**src/rtl/safeguarded_newton_root_search_assert.svh**
```systemverilog
// assertion macros for the newton root search block
// include-only header, used by the top level
`ifndef SAFEGUARDED_NEWTON_ROOT_SEARCH_ASSERT_SVH
`define SAFEGUARDED_NEWTON_ROOT_SEARCH_ASSERT_SVH
`ifndef SYNTHESIS
`define SNR_ASSERT(label, clk, rst_n, prop) \
  label: assert property (@(posedge clk) disable iff (!rst_n) prop) else $error("assertion failed");
`define SNR_ASSERT_RST(label, clk, prop) \
  label: assert property (@(posedge clk) prop) else $error("assertion failed");
`else
`define SNR_ASSERT(label, clk, rst_n, prop)
`define SNR_ASSERT_RST(label, clk, prop)
`endif
`endif

```
**src/rtl/snr_pkg.sv**
```systemverilog
// shared types and constants for the newton root search block
// no dependencies
package snr_pkg;
  localparam int WordW = 32;
  localparam int IterW = 16;
  localparam int TolW  = 31;
  localparam logic [TolW-1:0]  TolReset = 31'd66;
  localparam logic [IterW-1:0] MaxIterReset = 16'd10000;

  localparam logic [1:0] KindEval = 2'd0;
  localparam logic [1:0] KindRoot = 2'd1;
  localparam logic [1:0] KindFail = 2'd2;

  localparam logic CfgTol = 1'b0;
  localparam logic CfgMax = 1'b1;
endpackage

```
**src/rtl/snr_mul.sv**
```systemverilog
// registered signed 33x32 multiplier for the bracket and step-size tests
// uses snr_pkg
module snr_mul
  import snr_pkg::*;
(
  input  logic                  clk,
  input  logic signed [WordW:0] a,
  input  logic signed [WordW-1:0] b,
  output logic signed [2*WordW:0] p
);
  logic signed [2*WordW:0] p_r;
  always_ff @(posedge clk) begin
    p_r <= a * b;
  end
  assign p = p_r;
endmodule

```
**config.mk**
```make
export PLATFORM = sky130hd
export DESIGN_NAME = snr_mul
export DESIGN_NICKNAME = d
export VERILOG_FILES = /design/src/rtl/safeguarded_newton_root_search_assert.svh /design/src/rtl/snr_pkg.sv /design/src/rtl/snr_mul.sv
export SDC_FILE = /design/constraint.sdc
export NUM_CORES = 2
export LEC_CHECK = 0
export BUFFER_PORTS_ARGS = -buffer_cell sky130_fd_sc_hd__buf_2
export CAP_MARGIN = 0
export CORE_MARGIN = 2
export CORE_UTILIZATION = 53
export CTS_CLUSTER_DIAMETER = 100
export CTS_CLUSTER_SIZE = 20
export DETAILED_ROUTE_END_ITERATION = 10
export PLACE_DENSITY = 0.78
export SLEW_MARGIN = 15
export SYNTH_ARGS = -nofsm -noshare
export SYNTH_HDL_FRONTEND = slang
export SYNTH_SLANG_ARGS = --single-unit
```
**constraint.sdc**
```tcl
create_clock -name clk -period 8.8 [get_ports clk]
set_clock_uncertainty 0.05 [all_clocks]
set_input_delay 0.44 -clock clk [delete_from_list [all_inputs] [get_ports clk]]
set_output_delay 0.44 -clock clk [all_outputs]
set_load 0.05 [all_outputs]
```
Yosys cells after proc, flatten, opt, wreduce, memory -nomap -nowiden. Index checks and enable logic that the tools add are counted.

Bits in registers: 65. Output and inout port bits: 65. Word-level logic and storage cells: 2.

Multiply operators: 1.

Operators by type and width (count): $mul A33 B32 Y65 (1).

Logic depth before layout (Yosys ltp).
Depth in word-level cells: 1. Gate-level depth with buffers: 29.

Worst setup path before layout. No wires, ideal clock.

Path kind: input-to-reg. From: in a[32]. To: reg p_r[64], in the netlist p[64]. Library setup time: 0.072 ns. Arrival time: 7.712 ns. Path slack: 0.966 ns. Cell stages on the path: 26. Cells stage by stage: clkbuf_1 -> nand2_1 -> inv_1 -> fa_1 -> inv_1 -> fa_1 -> inv_1 -> fa_1 -> fa_1 -> inv_1 -> fa_1 -> inv_1 -> fa_1 -> inv_1 -> fa_1 -> inv_1 -> fa_1 -> ha_1 -> and3_1 -> and2_1 -> a221o_1 -> a22o_1 -> a31oi_1 -> o311ai_1 -> o211ai_1 -> xnor2_1.

Word-level cells in the longest chain between the ends: 1.

RTL lines: from (decl) (RTL line snr_mul.sv:7) `input logic signed [WordW:0] a,`; $mul A33 B32 Y65 (RTL line snr_mul.sv:13) `p_r <= a * b;`; to (signal assigned) (RTL line snr_mul.sv:13); to (decl) (RTL line snr_mul.sv:11) `logic signed [2*WordW:0] p_r;`.

No other way between the ends.

Final worst setup path.
From: in b[4]. To: reg p_r[61], in the netlist p[61].

Word-level cells in the longest chain between the ends: 1.

RTL lines: from (decl) (RTL line snr_mul.sv:8) `input logic signed [WordW-1:0] b,`; $mul A33 B32 Y65 (RTL line snr_mul.sv:13).

No other way between the ends.

==> flow_metrics.tcl <==
set metrics [dict create \
    cp_max_fo 21 \
    grt_pass1_wl_um 162000 \
    status "finished, final reports clean" \
    ys_seq_area_share_pct 3.40 \
    yosys.area.top_type_share_pct 58.2 \
    worstPathRequired_ns 9.08 \
    cts_tree "yes" \
    area_growth_pct 5.58 \
    postLayoutCellArea_mm2 0.0404 \
    clock-sinks 65 \
    ys_seq_elements 65 \
    first_pass_iters 5 \
    grtUsageMet3_pct 4.69 \
    min_path_cells 2 \
    root_buffer "clkbuf_16" \
    synth_edf_count 0 \
    syn_inst 4014 \
    clk_path_buf_depth 2 \
    drcViolationCount 0 \
    worstMarginPinSlew_ns 1.27 \
    core_mm2 0.0715 \
    grt_antenna_before_repair 4 \
    avgRoutedWirePerCell_um 19.6 \
    vias 27001 \
    grt_pass1_vias 30755 \
    grt_max_degree 34 \
    syn_nets 5378 \
    slew_headroom_pct 13.2 \
    fillers 6052 \
    rsz0062_at_grt "no" \
    fin_tns_setup_ns 0 \
    cp-start-kind "input port" \
    wl_um 98200 \
    avgSynthCellArea_um2 9.53 \
    hold_slack_ns 0.400 \
    num_rows 98 \
    grt_most_used_layer "met2" \
    yosysWarnings 0 \
    nets 5411 \
    detail_route.vias_per_cell 5.40 \
    finalSetupViolCount 0 \
    worstSetupPathType "in -> reg" \
    postRouteAntennaNets 0 \
    placed_area_mm2 0.0401 \
    io_pins 131 \
    crit_arrival_ns 8.72 \
    port_buffers 130 \
    synth_flop_cell "dfxtp_1" \
    synth_area_leaders "fa_1 (58%), inv_1 (9.7%), and2_1 (8.7%)" \
    grt_overflow 0 \
    yosysUniqueCellTypes 55 \
    utilization_pct 56.5 \
    die_x_um 273 \
    grt_use_total_pct 28.4 \
    place_congestion 0.897 \
    hpwl_um 84100 \
    drt_iter0_drc 1707 \
    htree_levels 3 \
    whs_endpoint "p[0]$_DFF_P_" \
    largest_reg_flops 65 \
    die-height_um 273 \
    met1_usage_pct 35.1 \
    ctsResizeCount 0 \
    worstHoldPathType "in -> reg" \
    cts.clk_slew.worst_paths_ns 0.07 \
    post_cts.repair.setup_buffers 0 \
    min_period_over_period_pct 96.0 \
    slew_viol_final 0 \
    synthArstFlopShare_pct 0 \
    min-delay-start "a[0]" \
    critPathCaptureType "flop" \
    synth.largest_area_cell "fa_1" \
    drive_gt1_share_pct 6.27 \
    start_util_pct 53.5 \
    ctsHoldBuffers 0 \
    period_needed_ns 8.44 \
    max_freq_ghz 0.118 \
    grtUsageMet2_pct 48.3 \
    startpoint "b[4]" \
    cts_made_buffers 9 \
    cap_violations 0 \
    dieArea_mm2 0.0743 \
    syn_area_mm2 0.0382 \
    finalHoldViolCount 0 \
]
==> synth_stat cells, types with 2 or more instances <==
library cell	count
fa_1	1112
a2111oi_2	2
nand4_1	12
o31ai_1	6
o41ai_1	2
o2111ai_1	2
o21ai_0	25
nor2b_1	6
xnor2_1	47
nor2_1	47
a311o_1	2
nand2_1	536
xor2_1	27
a221oi_1	2
a21oi_1	70
a21o_1	30
o21a_1	6
nor3_1	5
a211oi_2	2
or3_1	2
nand2b_1	11
dfxtp_1	65
and2_1	531
and3_1	8
o21ai_1	6
a21boi_1	2
ha_1	186
nand3_1	12
a2111oi_0	3
o21bai_1	12
o211ai_1	4
a31oi_1	8
clkbuf_1	210
a211oi_1	4
inv_1	989
==> worst max path at each step <==
stage                          endpoint  slack (ns)  cells after the start
after floorplan           p[64]$_DFF_P_        0.97                     26
after global placement    p[61]$_DFF_P_        0.21                     25
after detailed placement  p[61]$_DFF_P_        0.12                     25
after CTS                 p[61]$_DFF_P_        0.53                     25
after global routing      p[61]$_DFF_P_        0.15                     25
final                     p[61]$_DFF_P_        0.36                     22
==> stage by stage <==
stage	cells	setup WS, ns
floorplan	4014	0.966
global placement	4986	0.208
detailed placement	4986	0.121
CTS	5001	0.531
global route	5002	0.153
finish	5002	0.356
==> final cells by class <==
class	count	area (um2)	share of cell area, %
antenna	1	2.50	0.00620
clock buffer	11	243	0.601
clock inverter	4	20.0	0.0496
inverter	989	3710	9.19
multi-input combinational	2749	32400	80.3
sequential	65	1300	3.22
tap	950	1190	2.94
timing repair buffer	233	1470	3.65
==> cells by family (layout without fill, tap and decap cells) <==
family,count (synthesis),in the layout,share of synthesized area [%]
AO/OA/AOI/OAI,202,202,3.47
other,0,1,0
buffers and inverters,1200,1237,11.8
adder cells (fa/ha/maj),1298,1298,64.3
flip-flops,65,65,3.40
AND/OR/NAND/NOR,1175,1175,15.4
XOR/XNOR,74,74,1.69
==> layout by cell type, fill, tap and decap left out, types with 5 or more instances in the layout <==
master	instances
o21ai_1	6
a31oi_1	8
nor2_1	47
nor2b_1	6
ha_1	186
fa_1	1112
nand4_1	12
xnor2_1	47
clkbuf_16	9
nand2_1	536
nand2b_1	11
o21ai_0	25
inv_1	989
and2_1	531
and3_1	8
buf_2	130
o31ai_1	6
xor2_1	27
o21bai_1	12
nand3_1	12
nor3_1	5
a21o_1	30
buf_4	99
a21oi_1	70
dfxtp_1	65
o21a_1	6
==> worst max-delay path: stages <==
cell and delay (ns):
buf_2 0.46, buf_4 0.31, nand2_1 0.09, fa_1 0.55, fa_1 0.45, fa_1 0.51
fa_1 0.57, inv_1 0.06, fa_1 0.50, fa_1 0.51, fa_1 0.60, fa_1 0.45
ha_1 0.40, nand3_1 0.20, nor3_1 0.28, nand4_1 0.25, a21oi_1 0.58, o2111ai_1 0.29
nand2_1 0.33, a2111oi_0 0.23, o41ai_1 0.44, xor2_1 0.17
==> routing by layer <==
metal,vias to the layer above,part of all wire [%]
met3,244,7.5
met4,4,5.6
met2,1155,51
li1,11469,-
met5,-,0.024
met1,14129,36
Power is left out: the tool's default activity adds up to more than one toggle a clock period on the data nets, which glitch-free logic cannot reach.
