**config.mk**
```make
export PLATFORM = sky130hd
export DESIGN_NAME = snr_div
export DESIGN_NICKNAME = d
export VERILOG_FILES = /design/src/rtl/safeguarded_newton_root_search_assert.svh /design/src/rtl/snr_pkg.sv /design/src/rtl/snr_div.sv
export SDC_FILE = /design/constraint.sdc
export NUM_CORES = 1
export LEC_CHECK = 0
export BUFFER_PORTS_ARGS = -buffer_cell sky130_fd_sc_hd__buf_2
export CORE_MARGIN = 10
export CORE_UTILIZATION = 31
export CTS_CLUSTER_DIAMETER = 120
export DETAILED_ROUTE_END_ITERATION = 12
export GPL_TIMING_DRIVEN = 0
export PLACE_DENSITY = 0.55
export SLEW_MARGIN = 15
export SYNTH_ARGS = -nofsm -noshare
export SYNTH_HDL_FRONTEND = slang
export SYNTH_SLANG_ARGS = --single-unit
export TNS_END_PERCENT = 30
```
**constraint.sdc**
```tcl
create_clock -name clk -period 3.7 [get_ports clk]
set_input_delay 0.185 -clock clk [delete_from_list [all_inputs] [get_ports clk]]
set_output_delay 0.185 -clock clk [all_outputs]
set_load 0.1 [all_outputs]
```
**src/rtl/safeguarded_newton_root_search_assert.svh**
```systemverilog
// assertion macros for the newton root search block
// include-only header, used by the top level
`ifndef SAFEGUARDED_NEWTON_ROOT_SEARCH_ASSERT_SVH
`define SAFEGUARDED_NEWTON_ROOT_SEARCH_ASSERT_SVH
`ifndef SYNTHESIS
`define SNR_ASSERT(label, clk, rst_n, prop) \
  label: assert property (@(posedge clk) disable iff (!rst_n) prop) else $error("assertion failed");
`define SNR_ASSERT_RST(label, clk, prop) \
  label: assert property (@(posedge clk) prop) else $error("assertion failed");
`else
`define SNR_ASSERT(label, clk, rst_n, prop)
`define SNR_ASSERT_RST(label, clk, prop)
`endif
`endif

```
**src/rtl/snr_pkg.sv**
```systemverilog
// shared types and constants for the newton root search block
// no dependencies
package snr_pkg;
  localparam int WordW = 32;
  localparam int IterW = 16;
  localparam int TolW  = 31;
  localparam logic [TolW-1:0]  TolReset = 31'd66;
  localparam logic [IterW-1:0] MaxIterReset = 16'd10000;

  localparam logic [1:0] KindEval = 2'd0;
  localparam logic [1:0] KindRoot = 2'd1;
  localparam logic [1:0] KindFail = 2'd2;

  localparam logic CfgTol = 1'b0;
  localparam logic CfgMax = 1'b1;
endpackage

```
**src/rtl/snr_div.sv**
```systemverilog
// restoring divider: (num * 65536) / den truncated toward zero, saturated
// one quotient bit per cycle; uses snr_pkg
module snr_div
  import snr_pkg::*;
(
  input  logic                    clk,
  input  logic                    rst_n,
  input  logic                    start,
  input  logic signed [WordW-1:0] num,
  input  logic signed [WordW-1:0] den,
  output logic                    busy,
  output logic                    done,
  output logic signed [WordW-1:0] quo
);
  localparam int NW = 48;
  logic [NW-1:0] n_r, n_nxt;
  logic [WordW:0] rem_r, rem_nxt;
  logic [WordW-1:0] d_r;
  logic neg_r;
  logic [5:0] cnt_r;
  logic busy_r, done_r;
  logic [WordW:0] trial;
  logic [NW-1:0] q_abs;

  assign trial = {rem_r[WordW-1:0], n_r[NW-1]} - {1'b0, d_r};
  always_comb begin
    rem_nxt = {rem_r[WordW-1:0], n_r[NW-1]};
    n_nxt   = {n_r[NW-2:0], 1'b0};
    if (!trial[WordW]) begin
      rem_nxt = trial;
      n_nxt[0] = 1'b1;
    end
  end

  always_ff @(posedge clk) begin
    if (!rst_n) begin
      busy_r <= 1'b0;
      done_r <= 1'b0;
      cnt_r  <= '0;
    end else begin
      done_r <= 1'b0;
      if (start) begin
        busy_r <= 1'b1;
        cnt_r  <= 6'(NW);
      end else if (busy_r) begin
        cnt_r <= cnt_r - 6'd1;
        if (cnt_r == 6'd1) begin
          busy_r <= 1'b0;
          done_r <= 1'b1;
        end
      end
    end
  end

  always_ff @(posedge clk) begin
    if (start) begin
      n_r   <= {(num[WordW-1] ? 32'(-num) : 32'(num)), 16'd0};
      d_r   <= den[WordW-1] ? 32'(-den) : 32'(den);
      neg_r <= num[WordW-1] ^ den[WordW-1];
      rem_r <= '0;
    end else if (busy_r) begin
      n_r   <= n_nxt;
      rem_r <= rem_nxt;
    end
  end

  // n_r holds the magnitude quotient after the last shift
  assign q_abs = n_r;
  always_comb begin
    if (neg_r) begin
      quo = (q_abs > 48'h80000000) ? 32'sh80000000 : 32'(-q_abs);
    end else begin
      quo = (q_abs > 48'h7fffffff) ? 32'sh7fffffff : 32'(q_abs);
    end
  end
  assign busy = busy_r;
  assign done = done_r;
endmodule

```
# After elaboration in Yosys (flattened, before gate mapping)
# Cells that the tools add are included.
word_totals:
  reg_bits: 121
  output_inout_bits: 34
  word_cells: 39
op_classes:
  add_sub_neg: 5
  order_cmp: 2
  eq_ne: 1
  mux: 15
  bitwise_logic: 3
  reduce_logical: 3
ops:
  columns: ["operator", "n"]
  rows:
  - ["$mux W32", 5]
  - ["$mux W48", 2]
  - ["$neg A32 Y32", 3]
  - ["$gt A48 B31 Y1 const B", 1]
  - ["$gt A48 B32 Y1 const B", 1]
  - ["$sub A33 B32 Y33", 1]
  - ["$mux W31", 1]
  - ["$mux W6", 2]
  - ["$eq A6 B1 Y1 const B", 1]
  - ["$sub A6 B1 Y6 const B", 1]
  - ["$mux W1", 5]
  - ["$reduce_or A3 Y1", 1]
  - ["$not A1 Y1", 2]
  - ["$reduce_bool A2 Y1", 1]
  - ["$reduce_or A2 Y1", 1]
  - ["$xor A1 B1 Y1", 1]

# Longest topological paths before layout
logic_depth:
  word_depth: 4
  ltp_mapped: 14
  depth_no_buf: 12

# Worst setup path before layout
# No wires, ideal clock.
synth_timing:
  path_kind: "register to output"
  from: "register n_r[0]"
  to: "output port quo[18]"
  t_arrival_ns: 6.088
  setup_slack_ns: -2.573
  path_stages_with_launch: 12
  n_path_buf: 2
  cell_sequence: "dfxtp_1 -> inv_1 -> ha_1 -> or3b_2 -> or3_1 -> nor3_1 -> nand4_1 -> a21o_1 -> or2_2 -> clkbuf_1 -> clkbuf_1 -> o311ai_0"
synth_via:
  elab_chain_len: 3
  elab_cells_between_ends: 6
  cone_classes: "add/sub (1); order compare (2); mux (3)"
synth_lines:
  columns: ["item", "line_no", "rtl"]
  rows:
  - ["start, declared", "snr_div.sv:16", "logic [NW-1:0] n_r, n_nxt;"]
  - ["start signal, assigned", "snr_div.sv:57", "n_r <= {(num[WordW-1] ? 32'(-num) : 32'(num)), 16'd0};"]
  - ["start signal, assigned", "snr_div.sv:62", "n_r <= n_nxt;"]
  - ["$gt A48 B31 Y1, or another cell as far along", "snr_div.sv:73", "quo = (q_abs > 48'h7fffffff) ? 32'sh7fffffff : 32'(q_abs);"]
  - ["$mux W32, on equally long branches", "snr_div.sv:73, snr_div.sv:71", null]
  - ["$mux W32 (*)", "snr_div.sv:70", "if (neg_r) begin"]
  - ["end, declared", "snr_div.sv:13", "output logic signed [WordW-1:0] quo"]
# Mark *: on every way between the ends. The rest lies on a longest branch, timed or not.

# Worst setup path after layout
layout_timing:
  from: "register n_r[14]"
  to: "output port quo[31]"
# Same word-level chain as after synthesis.

==> summary.md <==
| Metric | Value |
|---|---|
| Status | `finished clean` |
| Final hold viol count | `0` |
| DRC | `0` |
| Critical Path Fanout Max | `3` |
| Antenna violations before repair | `0` |
| Final TNS setup | `0 ns` |
| Met2 routed WL | `11.2 mm` |
| Critical Path Sink Type | `primary output` |
| Setup violators final | `0` |
| CP Class | `flip-flop to primary output` |
| DRT iter0 DRCs | `515` |
| VDD IR-drop max | `approximately 350 uV` |
| Core Area | `approximately 0.027 mm^2` |
| Vias/cell | `roughly 5.3` |
| H-Tree Depth | `4` |
| Worst path required time | `between 3 and 4 ns` |
| Nets | `roughly 1.2k` |
| Top cell by count, worst path | `or3_4` |
| RSZ-0062 raised after global routing | `true` |
| DIE AREA | `roughly 0.034 mm^2` |
| Post-synth top area share | `0.229` |
| Sw frac | `0.327` |
| Fin crit period | `3.66 ns` |
| Die Wd | `between 150 and 200 um` |
| EDFF count, synth | `65` |
| Max-slew headroom | `0.201` |
| Clock Latency Late Sink | `0.41 ns` |
| Top FF cell, synth | `edfxtp_1` |
| Sequential Power Share | `0.335` |
| Vias in the first global route | `between 7k and 8k` |
| Synthesized area | `0.00851 mm^2` |
| Delay of the slowest cell on the worst path | `0.53 ns` |
| Most common cell after layout, fill and taps aside | `nand2_1` |
| Die height | `between 150 and 200 um` |
| CTS Sinks | `between 100 and 150` |
| Final period util | `0.990` |
| Worst-margin pin slew | `about 1.2 ns` |
| Fillers | `roughly 2.7k` |
| CP top delay family | `simple AND/OR/NAND/NOR gates` |
| Ys Warns | `0` |
| CTS Buf Count | `17` |
| Initial core utilization | `0.316` |
| Sequential share of the synthesized area | `0.361` |
| Wire per inst | `between 15 and 20 um` |
| Leakage | `4.33 nW` |
| Post-route cell area | `0.0113 mm^2` |
| Maxcap violations | `0` |
| Utilization after layout | `0.420` |
| First-pass GRT wire length | `~40 mm` |
| GRT Util Overall | `0.147` |
| Placed insts | `between 1k and 1.5k` |
| Critical Path AT | `~3.5 ns` |
| Sw power | `approximately 1.6 mW` |
| Dpl cell area | `0.00990 mm^2` |
| Syn Inst Count | `a little under 1k` |
| Internal power | `~3.3 mW` |
| Routed wl met3 | `between 1 and 1.5 mm` |
| Ratio of cells with drive above 1 in the final layout | `0.216` |
| Post-Layout Cell Count | `1477` |
| Hold WS | `~0.015 ns` |
| CTS root buf | `clkbuf_16` |
| Leading area contributor after synthesis | `edfxtp_1` |
| Critical path buffers and inverters | `1` |
| Final GP Congestion | `just under 0.9` |
| CP max stage cell | `or4_4` |
| Remaining global-route overflow | `0` |
| TritonCTS clock tree | `built` |
| Clock Path Buffers | `2` |
| Final ANT Viol Nets | `0` |
| Met1 WL | `12.4 mm` |
| Mapped Nets | `between 1k and 1.5k` |
| Pin count of the biggest net entering global routing | `37` |
| Area Growth Syn to Fin | `32.9%` |
| Max Clk Rate | `273 MHz` |
| Top Layer Used | `met4` |
| Worst-path cell chain | `or4_4 > or3_4 > or2_4 > or3_4 > or2_4 > or3_4 > nor3_4 > xnor2_1 > o21a_1 > buf_12` |
| # rows | `60` |
| Share of total power in combinational logic | `0.285` |
| Total routed wirelength | `~25 mm` |
| Clock power frac | `0.381` |
| # IOs | `about 100` |
| Post-synthesis cell type count | `60` |
| Reg clk slew, reported paths | `~0.060 ns` |
| Most frequent cells in the layout | `nand2_1, nor2_1, buf_2` |
| Pre-antenna DRT Iters | `9` |
| Worst min-delay path category | `primary input to flip-flop` |
| Syn avg cell area | `8.67 um^2` |
| Via count | `around 7.8k` |
| CP Launch Type | `flip-flop` |
| Power per cell area | `between 400 and 500 mW/mm^2` |
| Clk_skew | `a little under 0.009 ns` |
| Antenna diode count | `0` |
| DP HPWL | `19.2 mm` |
| Slew Viols, Final | `0` |
| Area contributors post-synth | `edfxtp_1, dfxtp_1, xnor2_1` |
| Synth Register Bits | `approximately 120` |
| PortBufs | `100` |
| Ys async rst share | `0` |
[stage by stage]
stage	power, mW	setup WS [ns]
after floorplan	2.61	-0.0742
after global placement	2.92	-0.550
after detailed placement	2.92	-0.537
after CTS	4.88	-0.177
after global routing	5.11	-0.0726
final	4.89	0.0369
[state kept, by name, indices dropped and copies added, names as in the netlist]
signal	cells
busy	1
cnt_r	6
n_r	48
d_r	32
done	1
rem_r	32
neg_r	1
[what timing repair did]
item | 4_1_cts | 5_1_grt
resized for setup | 107 | 48
endpoints found under the hold margin | 1 | 0
setup buffers | 13 | 8
pin swaps | 14 | 14
setup endpoints to repair | 63 | 60
hold buffers | 1 | 0
cloned | 3 | 0
[power by group through the flow]
stage          Clock (mW)  Sequential, mW  Combinational, mW
2_1_floorplan           0            1.63              0.976
3_3_place_gp            0            1.66               1.26
4_1_cts              1.89            1.64               1.36
6_report             1.86            1.64               1.39
3_5_place_dp            0            1.66               1.26
5_1_grt              1.96            1.65               1.50
[layer usage]
| layer | vias up | track usage |
|---|---|---|
| li1 | 3924 | - |
| met1 | 3639 | 0.199 |
| met2 | 190 | 0.234 |
| met3 | 17 | 0.0287 |
| met4 | 0 | 0.0381 |
| met5 | - | 0 |
[logic make-up after synthesis]
kind of cell | count (synthesis) | synth area share
and+or+nand+nor | 337 | 0.196
AOI/OAI and AO/OA | 265 | 0.221
DFF | 121 | 0.361
buffers and inverters | 111 | 0.0499
xor gates and xnor gates | 90 | 0.0927
adders and majority gates | 38 | 0.0568
muxes | 19 | 0.0224
[synth_stat cells (19+ instances only)]
cell type / n
nor2_1: 74
nand3_1: 20
nor3_1: 27
dfxtp_1: 56
a22o_1: 30
o311ai_0: 33
mux2i_1: 19
xnor2_1: 72
nand2_1: 111
ha_1: 37
edfxtp_1: 65
inv_1: 60
a21oi_1: 38
o21ai_0: 68
clkbuf_1: 47
[layout make-up]
class	count	area, um^2	area share
well taps	341	427	0.0377
clock buffers	18	429	0.0379
inverters	60	225	0.0199
multi-input cells	749	5670	0.501
plain buffers	49	268	0.0237
flip-flops and latches	121	3090	0.273
repair buffers	125	975	0.0862
clock inverters	14	226	0.0200
[worst register-to-register path, stage by stage (launching register included)]
cell	delay [ns]
edfxtp_1	0.41
inv_1	0.06
ha_1	0.22
fa_1	0.42
nor2b_2	0.16
o2111ai_1	0.18
a21oi_2	0.29
o2111ai_4	0.22
a211oi_4	0.33
nor3_4	0.10
xnor2_2	0.20
buf_4	0.17
or3_1	0.36
a311oi_1	0.28
[worst paths after layout]
check                           startpoint  depth (start not counted)       end  slack (ns)
worst max-delay path               n_r[14]                         10   quo[31]        0.04
worst min-delay path                 rst_n                          2  cnt_r[4]        0.01
worst max register to register     n_r[47]                         13  rem_r[5]        0.22
worst min register to register    rem_r[2]                          2  rem_r[2]        0.49
Power figures use the tool's default switching activity.
